`config.mk`:
```
export PLATFORM = sky130hd
export DESIGN_NAME = simt_call_sequence_decoder
export DESIGN_NICKNAME = d
export VERILOG_FILES = /design/src/sv/scsd_pkg.sv /design/src/sv/scsd_front.sv /design/src/sv/scsd_queue.sv /design/src/sv/scsd_back.sv /design/src/sv/simt_call_sequence_decoder.sv
export VERILOG_INCLUDE_DIRS = /design/src /design/src/sv
export SDC_FILE = /design/constraint.sdc
export NUM_CORES = 2
export LEC_CHECK = 0
export BUFFER_PORTS_ARGS = -buffer_cell sky130_fd_sc_hd__buf_2
export CAP_MARGIN = 10
export CORE_MARGIN = 4
export CORE_UTILIZATION = 60
export CTS_CLUSTER_SIZE = 16
export DETAILED_ROUTE_END_ITERATION = 10
export PLACE_DENSITY = 0.79
export RECOVER_POWER = 50
export SLEW_MARGIN = 25
export SYNTH_ARGS = -nofsm -noshare
export SYNTH_HDL_FRONTEND = slang
export SYNTH_SLANG_ARGS = --single-unit
```
`constraint.sdc`:
```
create_clock -name clk -period 17.9 [get_ports clk]
set_clock_uncertainty 0.15 [all_clocks]
set_input_delay 1.79 -clock clk [delete_from_list [all_inputs] [get_ports clk]]
set_output_delay 1.79 -clock clk [all_outputs]
set_load 0.05 [all_outputs]
```
`src/sv/simt_call_sequence_decoder_macros.svh`:
```
// Assertion helpers shared by the decoder modules.
// Each macro expects signals named clk and rst in the scope where it is used.
`ifndef SIMT_CALL_SEQUENCE_DECODER_MACROS_SVH
`define SIMT_CALL_SEQUENCE_DECODER_MACROS_SVH

// Same-cycle implication.
`define SCSD_ASSERT_IMP(lbl, ante, cons, msg) \
  lbl: assert property (@(posedge clk) disable iff (rst) (ante) |-> (cons)) else $error(msg);

// Next-cycle implication.
`define SCSD_ASSERT_NEXT(lbl, ante, cons, msg) \
  lbl: assert property (@(posedge clk) disable iff (rst) (ante) |=> (cons)) else $error(msg);

`endif

```
`src/sv/scsd_pkg.sv`:
```
package scsd_pkg;

  // Width of the running byte offset inside one function.
  localparam int OFFSET_WIDTH = 32;
  // Candidate queue between front and back.
  localparam int QUEUE_DEPTH = 4;
  localparam int QPTR_W = $clog2(QUEUE_DEPTH);
  localparam int QCNT_W = $clog2(QUEUE_DEPTH + 1);

  // Word offset rebuilt from MOVI/MOVK chunks.
  localparam int ENC_W = 48;
  localparam int HIST_DEPTH = 7;

  // Configuration port.
  localparam int CFG_ADDR_W = 4;
  localparam logic REG_FUNCTION_BASE_ADDRESS = 1'b0;

  // Launch instruction: variable fields are code size, two registers and the low bits.
  localparam logic [63:0] LAUNCH_VAR_MASK = (64'hffff << 37) | (64'h1f << 16) |
                                            (64'h1f << 11) | 64'h3ff | (64'h1 << 10);
  localparam logic [63:0] LAUNCH_FIXED_MASK = ~LAUNCH_VAR_MASK;
  localparam logic [63:0] LAUNCH_FIXED_BITS = 64'h15e0001c15200400 & LAUNCH_FIXED_MASK;

  localparam logic [31:0] MOV_PC_MASK = 32'hffc1ffff;
  localparam logic [31:0] MOV_PC_BITS = 32'h02000880;
  localparam logic [31:0] MOVI_MASK   = 32'hffc10000;
  localparam logic [31:0] MOVI_BITS   = 32'h07000000;
  localparam logic [31:0] SHLI_MASK   = 32'hffc1ffff;
  localparam logic [31:0] SHLI_BITS   = 32'h02c00202;
  localparam logic [31:0] ADD_MASK    = 32'hffc0007f;
  localparam logic [31:0] ADD_BITS    = 32'h00000001;
  localparam logic [31:0] NOP_WORD    = 32'h41400000;
  localparam logic [31:0] MOVK_MASK   = 32'hffc10000;
  localparam logic [31:0] MOVK1_BITS  = 32'h07410000;
  localparam logic [31:0] MOVK2_BITS  = 32'h07810000;

  typedef struct packed {
    logic [31:0] code_word;
    logic        function_start;
  } code_t;

  typedef struct packed {
    logic [63:0] site_address;
    logic [63:0] target_address;
    logic [15:0] code_size_field;
    logic [63:0] launch_instruction;
    logic        decode_status;
  } call_t;

  // Launch site found by the front, queued for the back.
  typedef struct packed {
    logic [63:0]             inst;
    logic [OFFSET_WIDTH-1:0] pair_off;
    logic [ENC_W-1:0]        enc;
    logic                    pattern_ok;
    logic                    new_func;
  } cand_t;

  // Back stage after the address adds.
  typedef struct packed {
    logic [63:0]      inst;
    logic [63:0]      site;
    logic [63:0]      pc;
    logic [ENC_W-1:0] enc;
    logic             pattern_ok;
    logic             new_func;
  } stage_t;

  function automatic logic [4:0] reg_of(input logic [31:0] w, input int sh);
    logic [31:0] s;
    s = w >> sh;
    return s[4:0];
  endfunction

  // Upper offset chunk: NOP or MOVK with the given tag on the target register.
  function automatic logic chunk_ok(input logic [31:0] w, input logic [31:0] tag,
                                    input logic [4:0] rg);
    return (w == NOP_WORD) || (((w & MOVK_MASK) == tag) && (reg_of(w, 17) == rg));
  endfunction

  function automatic logic [15:0] chunk_val(input logic [31:0] w);
    return (w == NOP_WORD) ? 16'h0 : w[15:0];
  endfunction

endpackage

```
`src/sv/scsd_front.sv`:
```
`include "simt_call_sequence_decoder_macros.svh"

module scsd_front (
  input  logic            clk,
  input  logic            rst,
  input  logic            accept,
  input  scsd_pkg::code_t code,
  output logic            push,
  output scsd_pkg::cand_t cand
);

  logic [31:0]                       hist [scsd_pkg::HIST_DEPTH];
  logic [2:0]                        words_seen;
  logic [scsd_pkg::OFFSET_WIDTH-1:0] byte_offset;
  logic                              skip_pair;
  logic                              new_func;

  logic [2:0]                        ws_e;
  logic [scsd_pkg::OFFSET_WIDTH-1:0] off_e;
  logic                              skip_e;
  logic                              newf_e;
  logic [63:0]                       inst;
  logic [4:0]                        rg;
  logic                              hit;
  logic                              seq_ok;

  always_comb begin
    ws_e   = code.function_start ? 3'd0 : words_seen;
    off_e  = code.function_start ? '0 : byte_offset;
    skip_e = code.function_start ? 1'b0 : skip_pair;
    newf_e = code.function_start ? 1'b1 : new_func;

    inst = {code.code_word, hist[0]};
    rg   = inst[20:16];
    hit  = (ws_e != 3'd0) && !skip_e &&
           ((inst & scsd_pkg::LAUNCH_FIXED_MASK) == scsd_pkg::LAUNCH_FIXED_BITS);

    // hist[6] MOV PC, [5] MOVI, [4] MOVK #1, [3] MOVK #2, [2] SHLI, [1] ADD
    seq_ok = (ws_e == 3'd7) &&
             ((hist[6] & scsd_pkg::MOV_PC_MASK) == scsd_pkg::MOV_PC_BITS) &&
             ((hist[5] & scsd_pkg::MOVI_MASK) == scsd_pkg::MOVI_BITS) &&
             ((hist[2] & scsd_pkg::SHLI_MASK) == scsd_pkg::SHLI_BITS) &&
             ((hist[1] & scsd_pkg::ADD_MASK) == scsd_pkg::ADD_BITS) &&
             (scsd_pkg::reg_of(hist[5], 17) == rg) &&
             (scsd_pkg::reg_of(hist[2], 17) == rg) &&
             (scsd_pkg::reg_of(hist[1], 17) == rg) &&
             (scsd_pkg::reg_of(hist[1], 12) == rg) &&
             (scsd_pkg::reg_of(hist[6], 17) == scsd_pkg::reg_of(hist[1], 7)) &&
             scsd_pkg::chunk_ok(hist[4], scsd_pkg::MOVK1_BITS, rg) &&
             scsd_pkg::chunk_ok(hist[3], scsd_pkg::MOVK2_BITS, rg);

    push            = accept && hit;
    cand.inst       = inst;
    cand.pair_off   = off_e - scsd_pkg::OFFSET_WIDTH'(4);
    cand.enc        = {scsd_pkg::chunk_val(hist[3]), scsd_pkg::chunk_val(hist[4]),
                       hist[5][15:0]};
    cand.pattern_ok = seq_ok;
    cand.new_func   = newf_e;
  end

  always_ff @(posedge clk) begin
    if (rst) begin
      words_seen  <= 3'd0;
      byte_offset <= '0;
      skip_pair   <= 1'b0;
      new_func    <= 1'b1;
    end else if (accept) begin
      words_seen  <= (ws_e == 3'd7) ? 3'd7 : ws_e + 3'd1;
      byte_offset <= off_e + scsd_pkg::OFFSET_WIDTH'(4);
      // A hit, good or bad, keeps the next pair from being tested.
      skip_pair   <= hit;
      new_func    <= hit ? 1'b0 : newf_e;
    end
  end

  always_ff @(posedge clk) begin
    if (accept) begin
      for (int i = scsd_pkg::HIST_DEPTH - 1; i > 0; i--) begin
        hist[i] <= hist[i-1];
      end
      hist[0] <= code.code_word;
    end
  end

  `SCSD_ASSERT_NEXT(a_front_skip, push, !(accept && !code.function_start && hit), "pair after a hit was tested")

endmodule

```
`src/sv/scsd_queue.sv`:
```
`include "simt_call_sequence_decoder_macros.svh"

module scsd_queue (
  input  logic            clk,
  input  logic            rst,
  input  logic            push,
  input  scsd_pkg::cand_t push_data,
  output logic            full,
  output logic            head_valid,
  output scsd_pkg::cand_t head,
  input  logic            pop
);

  scsd_pkg::cand_t                  ent [scsd_pkg::QUEUE_DEPTH];
  logic [scsd_pkg::QPTR_W-1:0]      wr_ptr;
  logic [scsd_pkg::QPTR_W-1:0]      rd_ptr;
  logic [scsd_pkg::QCNT_W-1:0]      count;

  function automatic logic [scsd_pkg::QPTR_W-1:0] bump(input logic [scsd_pkg::QPTR_W-1:0] p);
    return (p == scsd_pkg::QPTR_W'(scsd_pkg::QUEUE_DEPTH - 1)) ? '0 : p + 1'b1;
  endfunction

  assign full       = (count == scsd_pkg::QCNT_W'(scsd_pkg::QUEUE_DEPTH));
  assign head_valid = (count != '0);
  assign head       = ent[rd_ptr];

  always_ff @(posedge clk) begin
    if (rst) begin
      wr_ptr <= '0;
      rd_ptr <= '0;
      count  <= '0;
    end else begin
      if (push) begin
        wr_ptr <= bump(wr_ptr);
      end
      if (pop) begin
        rd_ptr <= bump(rd_ptr);
      end
      case ({push, pop})
        2'b10:   count <= count + 1'b1;
        2'b01:   count <= count - 1'b1;
        default: count <= count;
      endcase
    end
  end

  always_ff @(posedge clk) begin
    if (push) begin
      ent[wr_ptr] <= push_data;
    end
  end

  `SCSD_ASSERT_IMP(a_q_no_overflow, push, !full || pop, "push into full queue")
  `SCSD_ASSERT_IMP(a_q_no_underflow, pop, head_valid, "pop from empty queue")
  `SCSD_ASSERT_IMP(a_q_count, 1'b1, count <= scsd_pkg::QCNT_W'(scsd_pkg::QUEUE_DEPTH), "queue count out of range")

endmodule

```
`src/sv/scsd_back.sv`:
```
`include "simt_call_sequence_decoder_macros.svh"

module scsd_back (
  input  logic            clk,
  input  logic            rst,
  input  logic [63:0]     base,
  input  logic            head_valid,
  input  scsd_pkg::cand_t head,
  output logic            pop,
  output logic            call_valid,
  input  logic            call_stall,
  output scsd_pkg::call_t call
);

  localparam int OW = scsd_pkg::OFFSET_WIDTH;

  scsd_pkg::stage_t a;
  scsd_pkg::stage_t a_next;
  logic             a_valid;
  logic             dropping;

  logic [OW:0]      pc_delta;
  logic [65:0]      sum;
  logic             a_ok;
  logic             a_discard;
  logic             a_move;
  logic             out_free;

  always_comb begin
    // MOV PC sits six words before the pair.
    pc_delta          = {1'b0, head.pair_off} - (OW+1)'(24);
    a_next.inst       = head.inst;
    a_next.site       = base + 64'(head.pair_off);
    a_next.pc         = base + {{(63-OW){pc_delta[OW]}}, pc_delta};
    a_next.enc        = head.enc;
    a_next.pattern_ok = head.pattern_ok;
    a_next.new_func   = head.new_func;

    // Target must land inside the 64-bit space.
    sum  = {2'b00, a.pc} + {{(64-scsd_pkg::ENC_W){a.enc[scsd_pkg::ENC_W-1]}}, a.enc, 2'b00};
    a_ok = a.pattern_ok && (sum[65:64] == 2'b00);

    a_discard = dropping && !a.new_func;
    out_free  = !call_valid || !call_stall;
    a_move    = a_valid && (a_discard || out_free);
    pop       = head_valid && (!a_valid || a_move);
  end

  always_ff @(posedge clk) begin
    if (rst) begin
      a_valid    <= 1'b0;
      dropping   <= 1'b0;
      call_valid <= 1'b0;
    end else begin
      if (pop) begin
        a_valid <= 1'b1;
      end else if (a_move) begin
        a_valid <= 1'b0;
      end
      if (a_move && !a_discard) begin
        dropping <= !a_ok;
      end
      if (out_free) begin
        call_valid <= a_move && !a_discard;
      end
    end
  end

  always_ff @(posedge clk) begin
    if (pop) begin
      a <= a_next;
    end
    if (out_free && a_move && !a_discard) begin
      call.site_address       <= a.site;
      call.target_address     <= a_ok ? sum[63:0] : 64'h0;
      call.code_size_field    <= a.inst[52:37];
      call.launch_instruction <= a.inst;
      call.decode_status      <= !a_ok;
    end
  end

  `SCSD_ASSERT_NEXT(a_back_latch_err, a_move && !a_discard && !a_ok, dropping, "error did not latch")

endmodule

```
`src/sv/simt_call_sequence_decoder.sv`:
```
// Channel   Role    Handshake              Beat
// code      input   code_valid/code_stall  code_word, function_start
// call      output  call_valid/call_stall  site, target, code size, instruction, status
// config    APB     psel/penable/pready    function_base_address at byte address 0
//
// One code word is taken every cycle unless code_stall is high; the front tests each
// word pair in the cycle it arrives. A found launch site passes through the site queue,
// the back's address stage and the output register before it shows on call.
// code_stall rises only when the four-entry site queue is full, which needs call_stall
// held while sites keep coming.
// rst is synchronous and clears control state only; the word history is not cleared.
module simt_call_sequence_decoder (
  input  logic                              clk,
  input  logic                              rst,
  // code words
  input  logic                              code_valid,
  output logic                              code_stall,
  input  scsd_pkg::code_t                   code,
  // decoded call sites
  output logic                              call_valid,
  input  logic                              call_stall,
  output scsd_pkg::call_t                   call,
  // configuration
  input  logic                              psel,
  input  logic                              penable,
  input  logic                              pwrite,
  input  logic [scsd_pkg::CFG_ADDR_W-1:0]   paddr,
  input  logic [63:0]                       pwdata,
  output logic [63:0]                       prdata,
  output logic                              pready
);

  logic [63:0]     function_base_address;
  logic            code_accept;
  logic            push;
  scsd_pkg::cand_t cand;
  logic            q_full;
  logic            head_valid;
  scsd_pkg::cand_t head;
  logic            pop;
  logic            cfg_write;
  logic            reg_sel;

  // Register index sits above the 8-byte lane.
  assign reg_sel   = (paddr[3] == scsd_pkg::REG_FUNCTION_BASE_ADDRESS);
  assign pready    = 1'b1;
  assign cfg_write = psel && penable && pwrite && pready;
  assign prdata    = reg_sel ? function_base_address : 64'h0;

  always_ff @(posedge clk) begin
    if (rst) begin
      function_base_address <= 64'h0;
    end else if (cfg_write && reg_sel) begin
      function_base_address <= pwdata;
    end
  end

  // Hold the code stream only while the site queue has no room.
  assign code_stall  = q_full;
  assign code_accept = code_valid && !code_stall;

  // Front: word history, offsets, pair test and sequence check.
  scsd_front u_front (
    .clk    (clk),
    .rst    (rst),
    .accept (code_accept),
    .code   (code),
    .push   (push),
    .cand   (cand)
  );

  // Queue: decouple the front from stalls at the result port.
  scsd_queue u_queue (
    .clk        (clk),
    .rst        (rst),
    .push       (push),
    .push_data  (cand),
    .full       (q_full),
    .head_valid (head_valid),
    .head       (head),
    .pop        (pop)
  );

  // Back: addresses, target range check, drop after an error, result register.
  scsd_back u_back (
    .clk        (clk),
    .rst        (rst),
    .base       (function_base_address),
    .head_valid (head_valid),
    .head       (head),
    .pop        (pop),
    .call_valid (call_valid),
    .call_stall (call_stall),
    .call       (call)
  );

endmodule
```
==> impl_metrics.csv <==
group,metric,value,unit
outcome,status,"finished, violations left",
outcome,violations,"capacitance limit, slew limit",
power_and_ir_drop,p_switching,3.85,mW
logic_synthesis,syn-num-nets,4262,
worst_hold_path,hp-start,"u_back.a[134]$_DFFE_PP_",
detailed_routing,routed_wl,147,mm
logic_synthesis,synth_area_per_cell,14.5,um^2
sta,fmax,96.4,MHz
critical_path,worstSetupPathType,"flop to flop",
power_and_ir_drop,p_int,7.03,mW
critical_path,slowest_stage,"clkbuf_1",
cts,numCtsBuffers,133,
critical_path,worstPathRequired,18210,ps
critical_path,path_cells,"clkbuf_1 > clkbuf_1 > mux4_2",
job,max_cap_viol_count,11,
sta,setup_viol,0,
final_layout,nets,4604,
die,die_w,319,um
cts,cts_tree,"built",
final_layout,syn_to_final_growth,12.4,%
critical_path,reg2reg_to,"u_back.a[214]$_DFFE_PP_",
grt,grt_pass1_wl,220,mm
cts,postCtsSetupRepairBufs,0,
logic_synthesis,ys_seq_area_share,68.2,%
cts,clkSinkCount,1353,
logic_synthesis,yosysWarningCount,0,
cts,clkSlewWorstSetupHoldPaths,60,ps
grt,grt_util_all_layers,28.4,%
sta,rsz0062_at_grt,"false",
power_and_ir_drop,power_frac_comb,30.4,%
power_and_ir_drop,pwr-share-seq,43.2,%
worst_hold_path,hold_path.class,"flop to flop",
detailed_routing,wl_per_cell,25.7,um
detailed_routing,firstDrtPassIters,5,
placed_design,portBuffers,379,
placed_design,gp_congestion,0.898,
grt,antenna_found_initial,5,
final_layout,layout_commonest_cell,"edfxtp_1",
power_and_ir_drop,p_leak,22.9,nW
logic_synthesis,synthesis.area,57900,um^2
final_layout,fin_util,68.3,%
placed_design,dp_hpwl,90.6,mm
critical_path,critPathMaxStageDelay,3640,ps
critical_path,critPathBufInv,2,
sta,slew_headroom,-286,%
critical_path,cp.depth,3,
grt,grt_pass1_vias,35260,
logic_synthesis,ys.flop_type,"edfxtp_1",
final_layout,layout_common_cells,"1240 x edfxtp_1, 328 x nand2_1, 287 x nor2_1, 287 x a21oi_1, 214 x clkbuf_1",
final_layout,drive_above_1_share,13.5,%
sta,slew_violations,674,
cts,clock_latency,750,ps
sta,fin_crit,10370,ps
logic_synthesis,ys_ff_latch,1353,
power_and_ir_drop,clkPwrFrac,26.4,%
cts,ctsResizeCount,0,
critical_path,crit_arrival,10680,ps
grt,grt_max_degree,140,
critical_path,reg2reg_depth,3,
cts,htreeDepth,4,
power_and_ir_drop,ir_worst_vdd,0.000171,V
power_and_ir_drop,powerDensity,167,nW/um^2
detailed_routing,drc,0,
die,start_util,60.8,%
final_layout,diodes,0,
logic_synthesis,async_flop_share,0,%
detailed_routing,via_per_inst,6.27,
sta,worst_hold_slack,259,ps
cts,clock_path_buffers,3,
critical_path,path_max_fanout,57,
logic_synthesis,synth_cell_types,83,
cts,cts_hold_buf,0,
sta,fin_crit_sh,57.9,%
sta,timing_hold_violations_final,0,
critical_path,critPathTopFamily,"buffers and inverters",
power_and_ir_drop,power.total,10.9,mW
power_and_ir_drop,switching_share,35.4,%
detailed_routing,drtIter0Drc,3733,
die,core,95300,um^2
cts,cts_root_buf,"clkbuf_16",
die,pin_count,384,
logic_synthesis,synthCells,3985,
sta,worst_pin_slew,5760,ps
critical_path,endpoint,"u_back.a[214]$_DFFE_PP_",
critical_path,r2r_slack,7530,ps
logic_synthesis,synth_edf_count,1240,
detailed_routing,ant_nets,0,
detailed_routing,vias,35766,
sta,tns,0,ps
critical_path,crit_top_cell,"clkbuf_1",
die,row_count,113,
critical_path,critPathLaunchType,"flop",
die,dieArea,102000,um^2
die,fp.dieH,319,um
critical_path,critPathCaptureType,"flop",
grt,grt_overflow,0,
[worst register-to-register path, delay by kind of cell, from the launching register on]
family,cells,cell delay [ps]
buf+inv,2,7080
flops,1,1890
mux,1,970
[worst min-delay path by stage]
stage                                             to  slack, ps  cells after the start
final                     u_back.call[165]$_DFFE_PP_        260                      0
after global placement     u_back.call[17]$_DFFE_PP_        250                      0
after CTS                 u_back.call[165]$_DFFE_PP_        250                      0
after floorplan            u_back.call[10]$_DFFE_PP_        250                      0
after global routing      u_back.call[165]$_DFFE_PP_        260                      0
after detailed placement   u_back.call[16]$_DFFE_PP_        250                      0
[sequential cells by signal, indices dropped and copies added (netlist names), 2 cells and up, named ones only]
| name | flops |
|---|---|
| u_queue.count | 3 |
| u_queue.wr_ptr | 2 |
| u_back.call | 193 |
| u_front.words_seen | 3 |
| u_queue.ent | 584 |
| function_base_address | 64 |
| u_front.byte_offset | 32 |
| u_back.a | 239 |
| u_queue.rd_ptr | 2 |
| u_front.hist | 224 |
[cells in the mapped netlist (12+ instances only)]
master	count	area [um^2]
buf_1	18	67.6
o21ai_0	107	536
nand2b_1	24	150
a211oi_1	16	120
o211ai_1	24	180
ha_1	166	2080
nand2_1	328	1230
dfxtp_1	113	2260
xnor2_1	143	1250
a31oi_1	25	156
nor2_1	288	1080
nand4_1	57	357
buf_2	14	70.1
a21oi_1	287	1440
or3_1	17	106
a21o_1	101	758
xor2_1	89	780
nor3b_1	12	90.1
mux4_2	141	3180
nand3_1	52	260
edfxtp_1	1240	37200
and3_1	32	200
nor4b_1	17	149
o21bai_1	25	188
nor3_1	73	365
nor4_1	44	275
and2_1	13	81.3
a21boi_0	12	90.1
o21a_1	22	165
buf_4	17	128
inv_1	76	285
and4_1	12	105
nor2b_1	82	513
clkbuf_1	151	567
[area by class of cell]
cell class                 instances  area (um^2)
sequential                      1353        39500
multi-input combinational       2354        17300
fill                            6339        30200
timing repair buffer             408         1890
clock inverter                    70          908
inverter                          77          290
clock buffer                     174         3590
tap                             1265         1580
[logic make-up after synthesis]
kind of cell | synth area share, %
AOI/OAI and AO/OA | 7.44
xor gates and xnor gates | 3.54
adders and majority gates | 3.69
buffers and inverters | 1.96
DFF | 68.2
muxes | 5.85
other | 0.00648
and+or+nand+nor | 9.30
[per-stage QoR]
stage	cell area, um^2	cells	worst slack [ps]
2_1_floorplan	57900	3985	3320
3_3_place_gp	60800	5456	11200
3_5_place_dp	60800	5456	11170
4_1_cts	65400	5700	11070
5_1_grt	65100	5701	5670
6_report	65100	5701	7530
[power groups by stage]
stage	Clock [mW]	Sequential (mW)	Combinational [mW]
after floorplan	0	5.06	2.08
after global placement	0	4.69	3.22
after detailed placement	0	4.71	3.26
after CTS	2.91	4.68	3.30
after global routing	3.06	4.74	3.58
final	2.88	4.70	3.31
[per-layer routing]
layer,wire length [um],GRT usage (%),up-vias
li1,-,-,15863
met1,55300,37.2,17631
met2,73300,47.9,1924
met3,12100,5.38,342
met4,5740,10.5,6
met5,41,0,-
Power figures use the tool's default switching activity.
